File: src/assert_macros.svh
// Assertion macros used by attc_back.
`ifndef ASSERT_MACROS_SVH
`define ASSERT_MACROS_SVH

// Property checked at every rising clock edge outside reset.
`define ASSERT_CLK(label, clk, rst_n, prop) \
    label: assert property (@(posedge clk) disable iff (!rst_n) prop) \
        else $error("assertion failed");

// Condition that must never hold outside reset.
`define ASSERT_NEVER(label, clk, rst_n, cond) \
    label: assert property (@(posedge clk) disable iff (!rst_n) !(cond)) \
        else $error("forbidden condition seen");

`endif

File: src/attc_pkg.sv
`timescale 1ns / 1ps

package attc_pkg;

    localparam int MAX_PARAMS_DEF = 10;
    localparam int TAB_STOP_DEF   = 4;
    localparam int QUEUE_DEPTH    = 2;

    localparam int DIM_W      = 9;
    localparam int PARAM_W    = 10;
    localparam int CFG_INDEX_W = 1;

    localparam logic [CFG_INDEX_W-1:0] REG_COLUMNS = 1'd0;
    localparam logic [CFG_INDEX_W-1:0] REG_ROWS    = 1'd1;

    localparam logic [DIM_W-1:0] COLUMNS_RESET = 9'd80;
    localparam logic [DIM_W-1:0] ROWS_RESET    = 9'd25;
    localparam logic [DIM_W-1:0] DIM_MAX       = 9'd256;

    localparam logic [3:0] FG_RESET = 4'd7;
    localparam logic [3:0] BG_RESET = 4'd0;

    localparam logic [1:0] CMD_DRAW   = 2'd0;
    localparam logic [1:0] CMD_SCROLL = 2'd1;
    localparam logic [1:0] CMD_CLEAR  = 2'd2;

    localparam logic [7:0] CH_NUL   = 8'h00;
    localparam logic [7:0] CH_TAB   = 8'h09;
    localparam logic [7:0] CH_LF    = 8'h0A;
    localparam logic [7:0] CH_ESC   = 8'h1B;
    localparam logic [7:0] CH_LBRK  = 8'h5B;
    localparam logic [7:0] CH_C     = 8'h63;
    localparam logic [7:0] CH_M     = 8'h6D;
    localparam logic [7:0] CH_SEMI  = 8'h3B;
    localparam logic [7:0] CH_ZERO  = 8'h30;
    localparam logic [7:0] CH_NINE  = 8'h39;

    localparam logic [PARAM_W-1:0] SGR_FG_LO = 10'd30;
    localparam logic [PARAM_W-1:0] SGR_FG_HI = 10'd37;
    localparam logic [PARAM_W-1:0] SGR_BG_LO = 10'd40;
    localparam logic [PARAM_W-1:0] SGR_BG_HI = 10'd47;
    localparam logic [PARAM_W-1:0] PARAM_SAT = 10'd1023;

    typedef enum logic [1:0] {
        PH_READY,
        PH_CMD,
        PH_PARAM
    } phase_t;

    typedef enum logic [1:0] {
        OP_DRAW,
        OP_NEWLINE,
        OP_TAB,
        OP_CLEAR
    } op_kind_t;

    typedef struct packed {
        op_kind_t   kind;
        logic [7:0] glyph;
        logic [3:0] fg;
        logic [3:0] bg;
    } op_t;

    function automatic logic [PARAM_W-1:0] add_digit(logic [PARAM_W-1:0] v,
                                                     logic [3:0] d);
        logic [13:0] n;
        n = (14'(v) << 3) + (14'(v) << 1) + 14'(d);
        return (n > 14'(PARAM_SAT)) ? PARAM_SAT : n[PARAM_W-1:0];
    endfunction

    function automatic logic [DIM_W-1:0] clamp_dim(logic [DIM_W-1:0] v);
        if (v == '0) begin
            return 9'd1;
        end
        return (v > DIM_MAX) ? DIM_MAX : v;
    endfunction

endpackage

File: src/attc_front.sv
`timescale 1ns / 1ps

module attc_front #(
    parameter int MAX_PARAMS = attc_pkg::MAX_PARAMS_DEF
) (
    input  logic            clk,
    input  logic            rst_n,
    input  logic            in_valid,
    output logic            in_ready,
    input  logic [7:0]      byte_in,
    output logic            push_valid,
    input  logic            push_ready,
    output attc_pkg::op_t   push_op
);

    localparam int CNT_W = $clog2(MAX_PARAMS + 1);

    attc_pkg::phase_t phase_reg, phase_next;
    logic [attc_pkg::PARAM_W-1:0] first_reg, first_next;
    logic [attc_pkg::PARAM_W-1:0] second_reg, second_next;
    logic [CNT_W-1:0] count_reg, count_next;
    logic [3:0] fg_reg, fg_next;
    logic [3:0] bg_reg, bg_next;

    logic accept;
    logic is_digit;
    logic as_char;
    logic do_clear;
    logic bright;
    logic [3:0] digit;
    logic [attc_pkg::PARAM_W-1:0] sgr_off;

    assign in_ready = push_ready;
    assign accept   = in_valid && in_ready;
    assign is_digit = byte_in inside {[attc_pkg::CH_ZERO:attc_pkg::CH_NINE]};
    assign digit    = 4'(byte_in - attc_pkg::CH_ZERO);

    always_comb
    begin
        phase_next = phase_reg;
        if (accept)
        begin
            case (phase_reg)
                attc_pkg::PH_READY:
                begin
                    phase_next = (byte_in == attc_pkg::CH_ESC) ?
                                 attc_pkg::PH_CMD : attc_pkg::PH_READY;
                end
                attc_pkg::PH_CMD:
                begin
                    phase_next = (byte_in == attc_pkg::CH_LBRK) ?
                                 attc_pkg::PH_PARAM : attc_pkg::PH_READY;
                end
                attc_pkg::PH_PARAM:
                begin
                    phase_next = (byte_in == attc_pkg::CH_SEMI || is_digit) ?
                                 attc_pkg::PH_PARAM : attc_pkg::PH_READY;
                end
                default:
                begin
                    phase_next = attc_pkg::PH_READY;
                end
            endcase
        end
    end

    always_comb
    begin
        first_next  = first_reg;
        second_next = second_reg;
        count_next  = count_reg;
        fg_next     = fg_reg;
        bg_next     = bg_reg;
        as_char     = 1'b0;
        do_clear    = 1'b0;
        bright      = (count_reg == CNT_W'(2)) && (second_reg == 10'd1);
        sgr_off     = '0;
        case (phase_reg)
            attc_pkg::PH_READY:
            begin
                if (byte_in != attc_pkg::CH_ESC)
                begin
                    count_next = '0;
                    as_char    = 1'b1;
                end
            end
            attc_pkg::PH_CMD:
            begin
                if (byte_in == attc_pkg::CH_LBRK)
                begin
                    count_next = CNT_W'(1);
                    first_next = '0;
                end
                else
                begin
                    count_next = '0;
                    do_clear   = (byte_in == attc_pkg::CH_C);
                    as_char    = !do_clear;
                end
            end
            attc_pkg::PH_PARAM:
            begin
                if (byte_in == attc_pkg::CH_SEMI)
                begin
                    if (count_reg < CNT_W'(MAX_PARAMS))
                    begin
                        count_next = count_reg + CNT_W'(1);
                        if (count_reg == CNT_W'(1))
                        begin
                            second_next = '0;
                        end
                    end
                end
                else if (byte_in == attc_pkg::CH_M)
                begin
                    count_next = '0;
                    if (first_reg == '0)
                    begin
                        fg_next = attc_pkg::FG_RESET;
                        bg_next = attc_pkg::BG_RESET;
                    end
                    else if (first_reg >= attc_pkg::SGR_FG_LO &&
                             first_reg <= attc_pkg::SGR_FG_HI)
                    begin
                        sgr_off = first_reg - attc_pkg::SGR_FG_LO;
                        fg_next = {bright, sgr_off[2:0]};
                    end
                    else if (first_reg >= attc_pkg::SGR_BG_LO &&
                             first_reg <= attc_pkg::SGR_BG_HI)
                    begin
                        sgr_off = first_reg - attc_pkg::SGR_BG_LO;
                        bg_next = {bright, sgr_off[2:0]};
                    end
                end
                else if (is_digit)
                begin
                    if (count_reg <= CNT_W'(1))
                    begin
                        first_next = attc_pkg::add_digit(first_reg, digit);
                    end
                    else if (count_reg == CNT_W'(2))
                    begin
                        second_next = attc_pkg::add_digit(second_reg, digit);
                    end
                end
                else
                begin
                    count_next = '0;
                    as_char    = 1'b1;
                end
            end
            default:
            begin
                count_next = '0;
            end
        endcase

        push_op.glyph = byte_in;
        push_op.fg    = fg_reg;
        push_op.bg    = bg_reg;
        if (do_clear)
        begin
            push_op.kind = attc_pkg::OP_CLEAR;
        end
        else if (byte_in == attc_pkg::CH_LF)
        begin
            push_op.kind = attc_pkg::OP_NEWLINE;
        end
        else if (byte_in == attc_pkg::CH_TAB)
        begin
            push_op.kind = attc_pkg::OP_TAB;
        end
        else
        begin
            push_op.kind = attc_pkg::OP_DRAW;
        end
        push_valid = accept && (do_clear || (as_char && byte_in != attc_pkg::CH_NUL));
    end

    always_ff @(posedge clk or negedge rst_n)
    begin
        if (!rst_n)
        begin
            phase_reg  <= attc_pkg::PH_READY;
            first_reg  <= '0;
            second_reg <= '0;
            count_reg  <= '0;
            fg_reg     <= attc_pkg::FG_RESET;
            bg_reg     <= attc_pkg::BG_RESET;
        end
        else
        begin
            phase_reg <= phase_next;
            if (accept)
            begin
                first_reg  <= first_next;
                second_reg <= second_next;
                count_reg  <= count_next;
                fg_reg     <= fg_next;
                bg_reg     <= bg_next;
            end
        end
    end

endmodule

File: src/attc_queue.sv
`timescale 1ns / 1ps

module attc_queue (
    input  logic          clk,
    input  logic          rst_n,
    input  logic          push_valid,
    output logic          push_ready,
    input  attc_pkg::op_t push_op,
    output logic          pop_valid,
    input  logic          pop_ready,
    output attc_pkg::op_t pop_op
);

    localparam int PTR_W = (attc_pkg::QUEUE_DEPTH > 1) ? $clog2(attc_pkg::QUEUE_DEPTH) : 1;
    localparam int CNT_W = $clog2(attc_pkg::QUEUE_DEPTH + 1);

    attc_pkg::op_t entry_reg [attc_pkg::QUEUE_DEPTH];
    logic [PTR_W-1:0] wr_ptr_reg, wr_ptr_next;
    logic [PTR_W-1:0] rd_ptr_reg, rd_ptr_next;
    logic [CNT_W-1:0] count_reg, count_next;
    logic do_push;
    logic do_pop;

    assign push_ready = (count_reg < CNT_W'(attc_pkg::QUEUE_DEPTH));
    assign pop_valid  = (count_reg != '0);
    assign pop_op     = entry_reg[rd_ptr_reg];
    assign do_push    = push_valid && push_ready;
    assign do_pop     = pop_valid && pop_ready;

    always_comb
    begin
        wr_ptr_next = wr_ptr_reg;
        rd_ptr_next = rd_ptr_reg;
        if (do_push)
        begin
            wr_ptr_next = (wr_ptr_reg == PTR_W'(attc_pkg::QUEUE_DEPTH - 1)) ?
                          '0 : wr_ptr_reg + PTR_W'(1);
        end
        if (do_pop)
        begin
            rd_ptr_next = (rd_ptr_reg == PTR_W'(attc_pkg::QUEUE_DEPTH - 1)) ?
                          '0 : rd_ptr_reg + PTR_W'(1);
        end
        count_next = count_reg + CNT_W'(do_push) - CNT_W'(do_pop);
    end

    always_ff @(posedge clk)
    begin
        if (do_push)
        begin
            entry_reg[wr_ptr_reg] <= push_op;
        end
    end

    always_ff @(posedge clk or negedge rst_n)
    begin
        if (!rst_n)
        begin
            wr_ptr_reg <= '0;
            rd_ptr_reg <= '0;
            count_reg  <= '0;
        end
        else
        begin
            wr_ptr_reg <= wr_ptr_next;
            rd_ptr_reg <= rd_ptr_next;
            count_reg  <= count_next;
        end
    end

endmodule

File: src/attc_back.sv
`timescale 1ns / 1ps
`include "assert_macros.svh"

module attc_back #(
    parameter int TAB_STOP = attc_pkg::TAB_STOP_DEF
) (
    input  logic                             clk,
    input  logic                             rst_n,
    input  logic                             cfg_valid,
    output logic                             cfg_ready,
    input  logic [attc_pkg::CFG_INDEX_W-1:0] cfg_index,
    input  logic [attc_pkg::DIM_W-1:0]       cfg_data,
    input  logic                             pop_valid,
    output logic                             pop_ready,
    input  attc_pkg::op_t                    pop_op,
    output logic                             out_valid,
    input  logic                             out_ready,
    output logic [1:0]                       command,
    output logic [7:0]                       glyph,
    output logic [7:0]                       column,
    output logic [7:0]                       row,
    output logic [3:0]                       fore_index,
    output logic [3:0]                       back_index,
    output logic                             last
);

    localparam int DW    = attc_pkg::DIM_W;
    localparam int PH_W  = $clog2(TAB_STOP);

    logic [DW-1:0] columns_reg;
    logic [DW-1:0] rows_reg;
    logic [DW-1:0] col_reg, col_next;
    logic [DW-1:0] row_reg, row_next;
    logic [PH_W-1:0] tab_ph_reg, tab_ph_next;

    logic       out_valid_reg, out_valid_next;
    logic       pend_reg, pend_next;
    logic [3:0] pend_back_reg, pend_back_next;
    logic [1:0] cmd_reg, cmd_next;
    logic [7:0] glyph_reg, glyph_next;
    logic [7:0] column_reg, column_next;
    logic [7:0] row_out_reg, row_out_next;
    logic [3:0] fore_reg, fore_next;
    logic [3:0] back_reg, back_next;
    logic       last_reg, last_next;

    logic [DW-1:0] ncol;
    logic [DW-1:0] nrow;
    logic take;
    logic is_draw;
    logic is_clear;
    logic scroll;
    logic has_r0;
    logic has_r1;
    logic pend_leaving;
    logic scroll_shown;

    assign cfg_ready  = 1'b1;
    assign ncol       = attc_pkg::clamp_dim(columns_reg);
    assign nrow       = attc_pkg::clamp_dim(rows_reg);
    assign take       = pop_valid && (!out_valid_reg || (out_ready && !pend_reg));
    assign pop_ready  = take;
    assign is_draw    = (pop_op.kind == attc_pkg::OP_DRAW);
    assign is_clear   = (pop_op.kind == attc_pkg::OP_CLEAR);

    always_comb
    begin
        col_next    = col_reg;
        row_next    = row_reg;
        tab_ph_next = tab_ph_reg;
        case (pop_op.kind)
            attc_pkg::OP_DRAW:
            begin
                col_next    = col_reg + DW'(1);
                tab_ph_next = (tab_ph_reg == PH_W'(TAB_STOP - 1)) ?
                              '0 : tab_ph_reg + PH_W'(1);
            end
            attc_pkg::OP_NEWLINE:
            begin
                col_next    = '0;
                row_next    = row_reg + DW'(1);
                tab_ph_next = '0;
            end
            attc_pkg::OP_TAB:
            begin
                if (tab_ph_reg != '0)
                begin
                    col_next = col_reg + DW'(TAB_STOP) - DW'(tab_ph_reg);
                end
                tab_ph_next = '0;
            end
            attc_pkg::OP_CLEAR:
            begin
                col_next    = '0;
                row_next    = '0;
                tab_ph_next = '0;
            end
            default:
            begin
                col_next = col_reg;
            end
        endcase
        if (col_next >= ncol)
        begin
            col_next    = '0;
            row_next    = row_next + DW'(1);
            tab_ph_next = '0;
        end
        scroll = (row_next >= nrow);
        if (scroll)
        begin
            row_next = nrow - DW'(1);
        end
        has_r0 = is_draw || is_clear || scroll;
        has_r1 = is_draw && scroll;
    end

    always_comb
    begin
        out_valid_next = out_valid_reg;
        pend_next      = pend_reg;
        pend_back_next = pend_back_reg;
        cmd_next       = cmd_reg;
        glyph_next     = glyph_reg;
        column_next    = column_reg;
        row_out_next   = row_out_reg;
        fore_next      = fore_reg;
        back_next      = back_reg;
        last_next      = last_reg;
        if (out_valid_reg && out_ready)
        begin
            out_valid_next = pend_reg;
            pend_next      = 1'b0;
            cmd_next       = attc_pkg::CMD_SCROLL;
            glyph_next     = '0;
            column_next    = '0;
            row_out_next   = '0;
            fore_next      = '0;
            back_next      = pend_back_reg;
            last_next      = 1'b1;
        end
        if (take && has_r0)
        begin
            out_valid_next = 1'b1;
            pend_next      = has_r1;
            pend_back_next = pop_op.bg;
            back_next      = pop_op.bg;
            last_next      = !has_r1;
            if (is_draw)
            begin
                cmd_next     = attc_pkg::CMD_DRAW;
                glyph_next   = pop_op.glyph;
                column_next  = col_reg[7:0];
                row_out_next = row_reg[7:0];
                fore_next    = pop_op.fg;
            end
            else
            begin
                cmd_next     = is_clear ? attc_pkg::CMD_CLEAR : attc_pkg::CMD_SCROLL;
                glyph_next   = '0;
                column_next  = '0;
                row_out_next = '0;
                fore_next    = '0;
            end
        end
    end

    always_ff @(posedge clk or negedge rst_n)
    begin
        if (!rst_n)
        begin
            columns_reg   <= attc_pkg::COLUMNS_RESET;
            rows_reg      <= attc_pkg::ROWS_RESET;
            col_reg       <= '0;
            row_reg       <= '0;
            tab_ph_reg    <= '0;
            out_valid_reg <= 1'b0;
            pend_reg      <= 1'b0;
        end
        else
        begin
            if (cfg_valid && cfg_ready)
            begin
                if (cfg_index == attc_pkg::REG_COLUMNS)
                begin
                    columns_reg <= cfg_data;
                end
                else if (cfg_index == attc_pkg::REG_ROWS)
                begin
                    rows_reg <= cfg_data;
                end
            end
            if (take)
            begin
                col_reg    <= col_next;
                row_reg    <= row_next;
                tab_ph_reg <= tab_ph_next;
            end
            out_valid_reg <= out_valid_next;
            pend_reg      <= pend_next;
        end
    end

    always_ff @(posedge clk)
    begin
        pend_back_reg <= pend_back_next;
        cmd_reg       <= cmd_next;
        glyph_reg     <= glyph_next;
        column_reg    <= column_next;
        row_out_reg   <= row_out_next;
        fore_reg      <= fore_next;
        back_reg      <= back_next;
        last_reg      <= last_next;
    end

    assign out_valid  = out_valid_reg;
    assign command    = cmd_reg;
    assign glyph      = glyph_reg;
    assign column     = column_reg;
    assign row        = row_out_reg;
    assign fore_index = fore_reg;
    assign back_index = back_reg;
    assign last       = last_reg;

    assign pend_leaving = out_valid_reg && out_ready && pend_reg;
    assign scroll_shown = out_valid_reg && (cmd_reg == attc_pkg::CMD_SCROLL) && last_reg;

    `ASSERT_CLK(a_pend_needs_out, clk, rst_n, pend_reg |-> out_valid_reg)
    `ASSERT_NEVER(a_col_in_range, clk, rst_n, col_reg[DW-1])
    `ASSERT_NEVER(a_row_in_range, clk, rst_n, row_reg[DW-1])
    `ASSERT_CLK(a_pend_is_scroll, clk, rst_n, pend_leaving |=> scroll_shown)

endmodule

File: src/ansi_text_terminal_controller.sv
`timescale 1ns / 1ps

// Character-level ANSI text terminal: takes one byte per transfer, parses ESC c
// and ESC [ ... m color sequences, tracks the cursor, and emits draw, scroll and
// clear commands one per output transfer. A parser accepts one byte every cycle
// into a two-entry queue while it has room, and the cursor unit takes one queued
// byte per cycle while the output register is free or being taken, so the rate
// is one byte per cycle for bytes with at most one result; a byte that draws and
// scrolls holds off the next byte until its scroll leaves the output register,
// which delivers one result per cycle while out_ready is high. A result passes
// through a queue entry and then the output register before it is presented.
module ansi_text_terminal_controller #(
    parameter int MAX_PARAMS = attc_pkg::MAX_PARAMS_DEF,
    parameter int TAB_STOP   = attc_pkg::TAB_STOP_DEF
) (
    input  logic                             clk,
    input  logic                             rst_n,
    input  logic                             cfg_valid,
    output logic                             cfg_ready,
    input  logic [attc_pkg::CFG_INDEX_W-1:0] cfg_index,
    input  logic [attc_pkg::DIM_W-1:0]       cfg_data,
    input  logic                             in_valid,
    output logic                             in_ready,
    input  logic [7:0]                       byte_in,
    output logic                             out_valid,
    input  logic                             out_ready,
    output logic [1:0]                       command,
    output logic [7:0]                       glyph,
    output logic [7:0]                       column,
    output logic [7:0]                       row,
    output logic [3:0]                       fore_index,
    output logic [3:0]                       back_index,
    output logic                             last
);

    logic          push_valid;
    logic          push_ready;
    attc_pkg::op_t push_op;
    logic          pop_valid;
    logic          pop_ready;
    attc_pkg::op_t pop_op;

    attc_front #(
        .MAX_PARAMS(MAX_PARAMS)
    ) u_front (
        .clk        (clk),
        .rst_n      (rst_n),
        .in_valid   (in_valid),
        .in_ready   (in_ready),
        .byte_in    (byte_in),
        .push_valid (push_valid),
        .push_ready (push_ready),
        .push_op    (push_op)
    );

    attc_queue u_queue (
        .clk        (clk),
        .rst_n      (rst_n),
        .push_valid (push_valid),
        .push_ready (push_ready),
        .push_op    (push_op),
        .pop_valid  (pop_valid),
        .pop_ready  (pop_ready),
        .pop_op     (pop_op)
    );

    attc_back #(
        .TAB_STOP(TAB_STOP)
    ) u_back (
        .clk        (clk),
        .rst_n      (rst_n),
        .cfg_valid  (cfg_valid),
        .cfg_ready  (cfg_ready),
        .cfg_index  (cfg_index),
        .cfg_data   (cfg_data),
        .pop_valid  (pop_valid),
        .pop_ready  (pop_ready),
        .pop_op     (pop_op),
        .out_valid  (out_valid),
        .out_ready  (out_ready),
        .command    (command),
        .glyph      (glyph),
        .column     (column),
        .row        (row),
        .fore_index (fore_index),
        .back_index (back_index),
        .last       (last)
    );

endmodule
File: config.mk
export PLATFORM = sky130hd
export DESIGN_NAME = ansi_text_terminal_controller
export DESIGN_NICKNAME = d
export VERILOG_FILES = /design/src/attc_pkg.sv /design/src/attc_front.sv /design/src/attc_queue.sv /design/src/attc_back.sv /design/src/ansi_text_terminal_controller.sv
export VERILOG_INCLUDE_DIRS = /design/src /design/src/src
export SDC_FILE = /design/constraint.sdc
export NUM_CORES = 1
export LEC_CHECK = 0
export ABC_AREA = 1
export BUFFER_PORTS_ARGS = -buffer_cell sky130_fd_sc_hd__buf_2
export CAP_MARGIN = 20
export CELL_PAD_IN_SITES_DETAIL_PLACEMENT = 0
export CELL_PAD_IN_SITES_GLOBAL_PLACEMENT = 2
export CORE_ASPECT_RATIO = 1.4
export CORE_UTILIZATION = 37
export CTS_CLUSTER_SIZE = 20
export DETAILED_ROUTE_END_ITERATION = 10
export PLACE_DENSITY = 0.87
export SYNTH_ARGS = -nofsm -noshare
export SYNTH_HDL_FRONTEND = slang
export SYNTH_SLANG_ARGS = --single-unit
File: constraint.sdc
create_clock -name clk -period 6.8 [get_ports clk]
set_input_delay 1.02 -clock clk [delete_from_list [all_inputs] [get_ports clk]]
set_output_delay 1.02 -clock clk [all_outputs]
set_load 0.05 [all_outputs]
==> impl_metrics.json <==
{
  "run_status": "finished clean",
  "drive_above_1_share_pct": 12.51,
  "achievable-frequency_mhz": 167.3,
  "place_hpwl_um": 18920,
  "fp.coreArea_sq_mm": 0.02628,
  "tritoncts_buffer_count": 17,
  "holdCritStartpoint": "u_front.bg_reg[1]",
  "grt_use_met3_pct": 2.465,
  "floorplan.initialDensity_pct": 37.78,
  "io_pins": 61,
  "vias_per_cell": 4.880,
  "ys_seq_elements": 153,
  "portBuffers": 59,
  "p_switching_uw": 2194,
  "worst_skew_pair.late_latency_ps": 420,
  "critical_path_class": "reg -> reg",
  "crit_path_end_kind": "flop",
  "worst-path-max-fanout": 19,
  "number_of_synthesized_flops_with_an_enable_pin": 75,
  "critical_path.slowest_cell": "dfrtp_2",
  "number_of_global_route_vias_before_repair": 7963,
  "arrival_time_worst_endpoint_ps": 6090,
  "p_int_uw": 2502,
  "slew_headroom_pct": 47.09,
  "power_frac_comb_pct": 47.9,
  "route.vias.total": 7939,
  "startpoint_type": "flop",
  "drt_drc_violations_left": 0,
  "cellPowerDensity_mw_per_mm2": 418.5,
  "clkSlewWorstSetupHoldPaths_ps": 70,
  "worstPathRequired_ps": 6910,
  "use_met2_pct": 35.54,
  "grt_start_max_net_pins": 62,
  "die_width_um": 140.4,
  "number_of_antenna_violations_at_the_first_check_in_global_routing": 1,
  "design.die.area_sq_mm": 0.02749,
  "finish.net_count": 1409,
  "final.fill_count": 2654,
  "antenna_cells_inserted": 0,
  "grt_busiest_layer": "met2",
  "postSynth.topFlopCell": "edfxtp_1",
  "synth_sequential_area_ratio_pct": 42.46,
  "rows": 70,
  "power.switching_fraction_pct": 46.72,
  "crit_path_frequent_cell": "nand2_1",
  "largest_register_ffs": 36,
  "cts.path.max_buffers": 2,
  "place_congestion": 0.8666,
  "totalWireLength_um": 23730,
  "setup_viol": 0,
  "postSynthAreaPerCell_sq_um": 8.129,
  "final_hold_viol_count": 0,
  "tritoncts_clock_tree": "built",
  "gr-total-overflow": 0,
  "detail-route-antenna-nets": 0,
  "finalHoldWorstSlack_ps": 477.9,
  "leading_cell_types_in_the_layout_fill_and_taps_excluded": "nand2_1 (359), inv_1 (150), nor2_1 (102)",
  "drt_pre_antenna_iters": 5,
  "gr-usage-met1_pct": 19.60,
  "maxCapViolations": 0,
  "r2r-start": "u_queue.rd_ptr_reg",
  "power_frac_seq_pct": 31.5,
  "hold_path.class": "reg -> reg",
  "final.period_utilization_pct": 87.92,
  "cts_hold_buf": 0,
  "number_of_distinct_library_cell_variants_in_the_gate_level_netlist_after_synthesis": 50,
  "vdd_drop_max_v": 0.0001735,
  "syn2layout_area_growth_pct": 13.05,
  "netlist_area_sq_mm": 0.009926,
  "critPathLaunch": "u_queue.rd_ptr_reg",
  "critical_path.max_stage_delay_ps": 550,
  "utilization_of_the_core_after_routing_pct": 42.70,
  "synthCells": 1221,
  "dieHeight_um": 195.8,
  "proportion_of_synthesized_flip_flops_having_asynchronous_set_or_reset_pct": 50.98,
  "rsz0062_at_grt": "no",
  "period_minus_slack_ps": 5978,
  "p_clk_share_pct": 20.6,
  "routed_wire_length_per_instance_um": 14.59,
  "cts.htree.levels": 4,
  "pin_slew_with_the_least_headroom_to_its_limit_ps": 793.6,
  "clock-skew-final_ps": 18.10,
  "pins_over_their_slew_limit": 0,
  "most_common_library_cell_in_the_layout_ignoring_fill_and_taps": "nand2_1",
  "drt_iter0_drc": 347,
  "grt_first_pass_wirelength_um": 39150,
  "number_of_clock_sinks": 153,
  "cts_root_buffer": "clkbuf_16",
  "synth.yosys.warnings": 0,
  "total_leakage_power_uw": 0.005493,
  "mappedNetlistNets": 1340,
  "placed_cells": 1593,
  "stdcell_count": 1627,
  "grt_util_all_layers_pct": 18.08,
  "totalNegativeSetupSlack_ps": 0
}
[cell type report]
| type | count | area [sq um] | share of cell area (%) |
|---|---|---|---|
| repair buffers | 67 | 357.8 | 3.189 |
| well taps | 324 | 405.4 | 3.613 |
| multi-input cells | 893 | 5036 | 44.88 |
| clock inverters | 14 | 183.9 | 1.639 |
| flip-flops and latches | 153 | 4215 | 37.57 |
| clock buffers | 18 | 429.2 | 3.825 |
| inverters | 158 | 593.1 | 5.285 |
[cells by family after synthesis]
family	share of synthesized area, %
adder cells (fa/ha/maj)	12.48
buffers and inverters	6.858
AND/OR/NAND/NOR	26.60
flip-flops	42.46
other	0.03778
XOR/XNOR	2.458
AO/OA/AOI/OAI	9.114
[stage by stage]
stage | cell area, sq um | power (uW) | worst slack, ps
floorplan | 9926 | 3131 | 1542
global placement | 10590 | 3726 | 650.0
detailed placement | 10590 | 3734 | 359.0
CTS | 11200 | 4720 | 317.1
global route | 11220 | 5044 | 247.4
finish | 11220 | 4696 | 821.6
[critical path, delay by kind of cell, from the launching register on]
family / cells / cell delay (ps)
AND/OR/NAND/NOR: 17 / 2540
adder cells (fa/ha/maj): 3 / 1040
buffers and inverters: 6 / 990
flip-flops: 1 / 550
AO/OA/AOI/OAI: 4 / 520
[routing by layer]
layer  up-vias  share of wire [%]
met1      3650                 42
li1       4160                  -
met2       104                 55
met4         2                1.5
met3        23                2.1
met5         -              0.034
[worst paths after layout]
check                                           to  slack [ps]  depth (start not counted)
max                           u_back.fore_index[1]         820                         30
min                        u_queue.entry_reg[0][1]         480                          0
max reg2reg                   u_back.fore_index[1]         820                         30
min reg2reg                u_queue.entry_reg[0][1]         480                          0
max in group asynchronous       u_queue.rd_ptr_reg        5190                          2
min in group asynchronous        u_back.row_reg[8]         490                          1
[timing repair]
item                       4_1_cts  5_1_grt
setup endpoints to repair        0       63
buffers inserted                 0        2
resized for setup                0        2
[power by group through the flow]
stage / logic [uW] / clock network, uW / registers, uW
floorplan: 1350 / 0 / 1780
finish: 2250 / 968 / 1480
CTS: 2250 / 994 / 1480
global placement: 2230 / 0 / 1500
global route: 2510 / 1030 / 1500
detailed placement: 2240 / 0 / 1500
[synth_stat cells, types with 10 or more instances]
library cell,count,area [sq um]
ha_1,91,1139
dfrtp_1,70,1752
edfxtp_1,75,2252
buf_2,10,50.05
nand2_1,359,1348
a21oi_1,48,240.2
xor2_1,20,175.2
nand3_1,70,350.3
o21ai_0,62,310.3
inv_1,150,563.0
nand2_2,16,100.1
nor2_1,102,382.9
nand4_1,24,150.1
(Power assumes the default switching activity.)
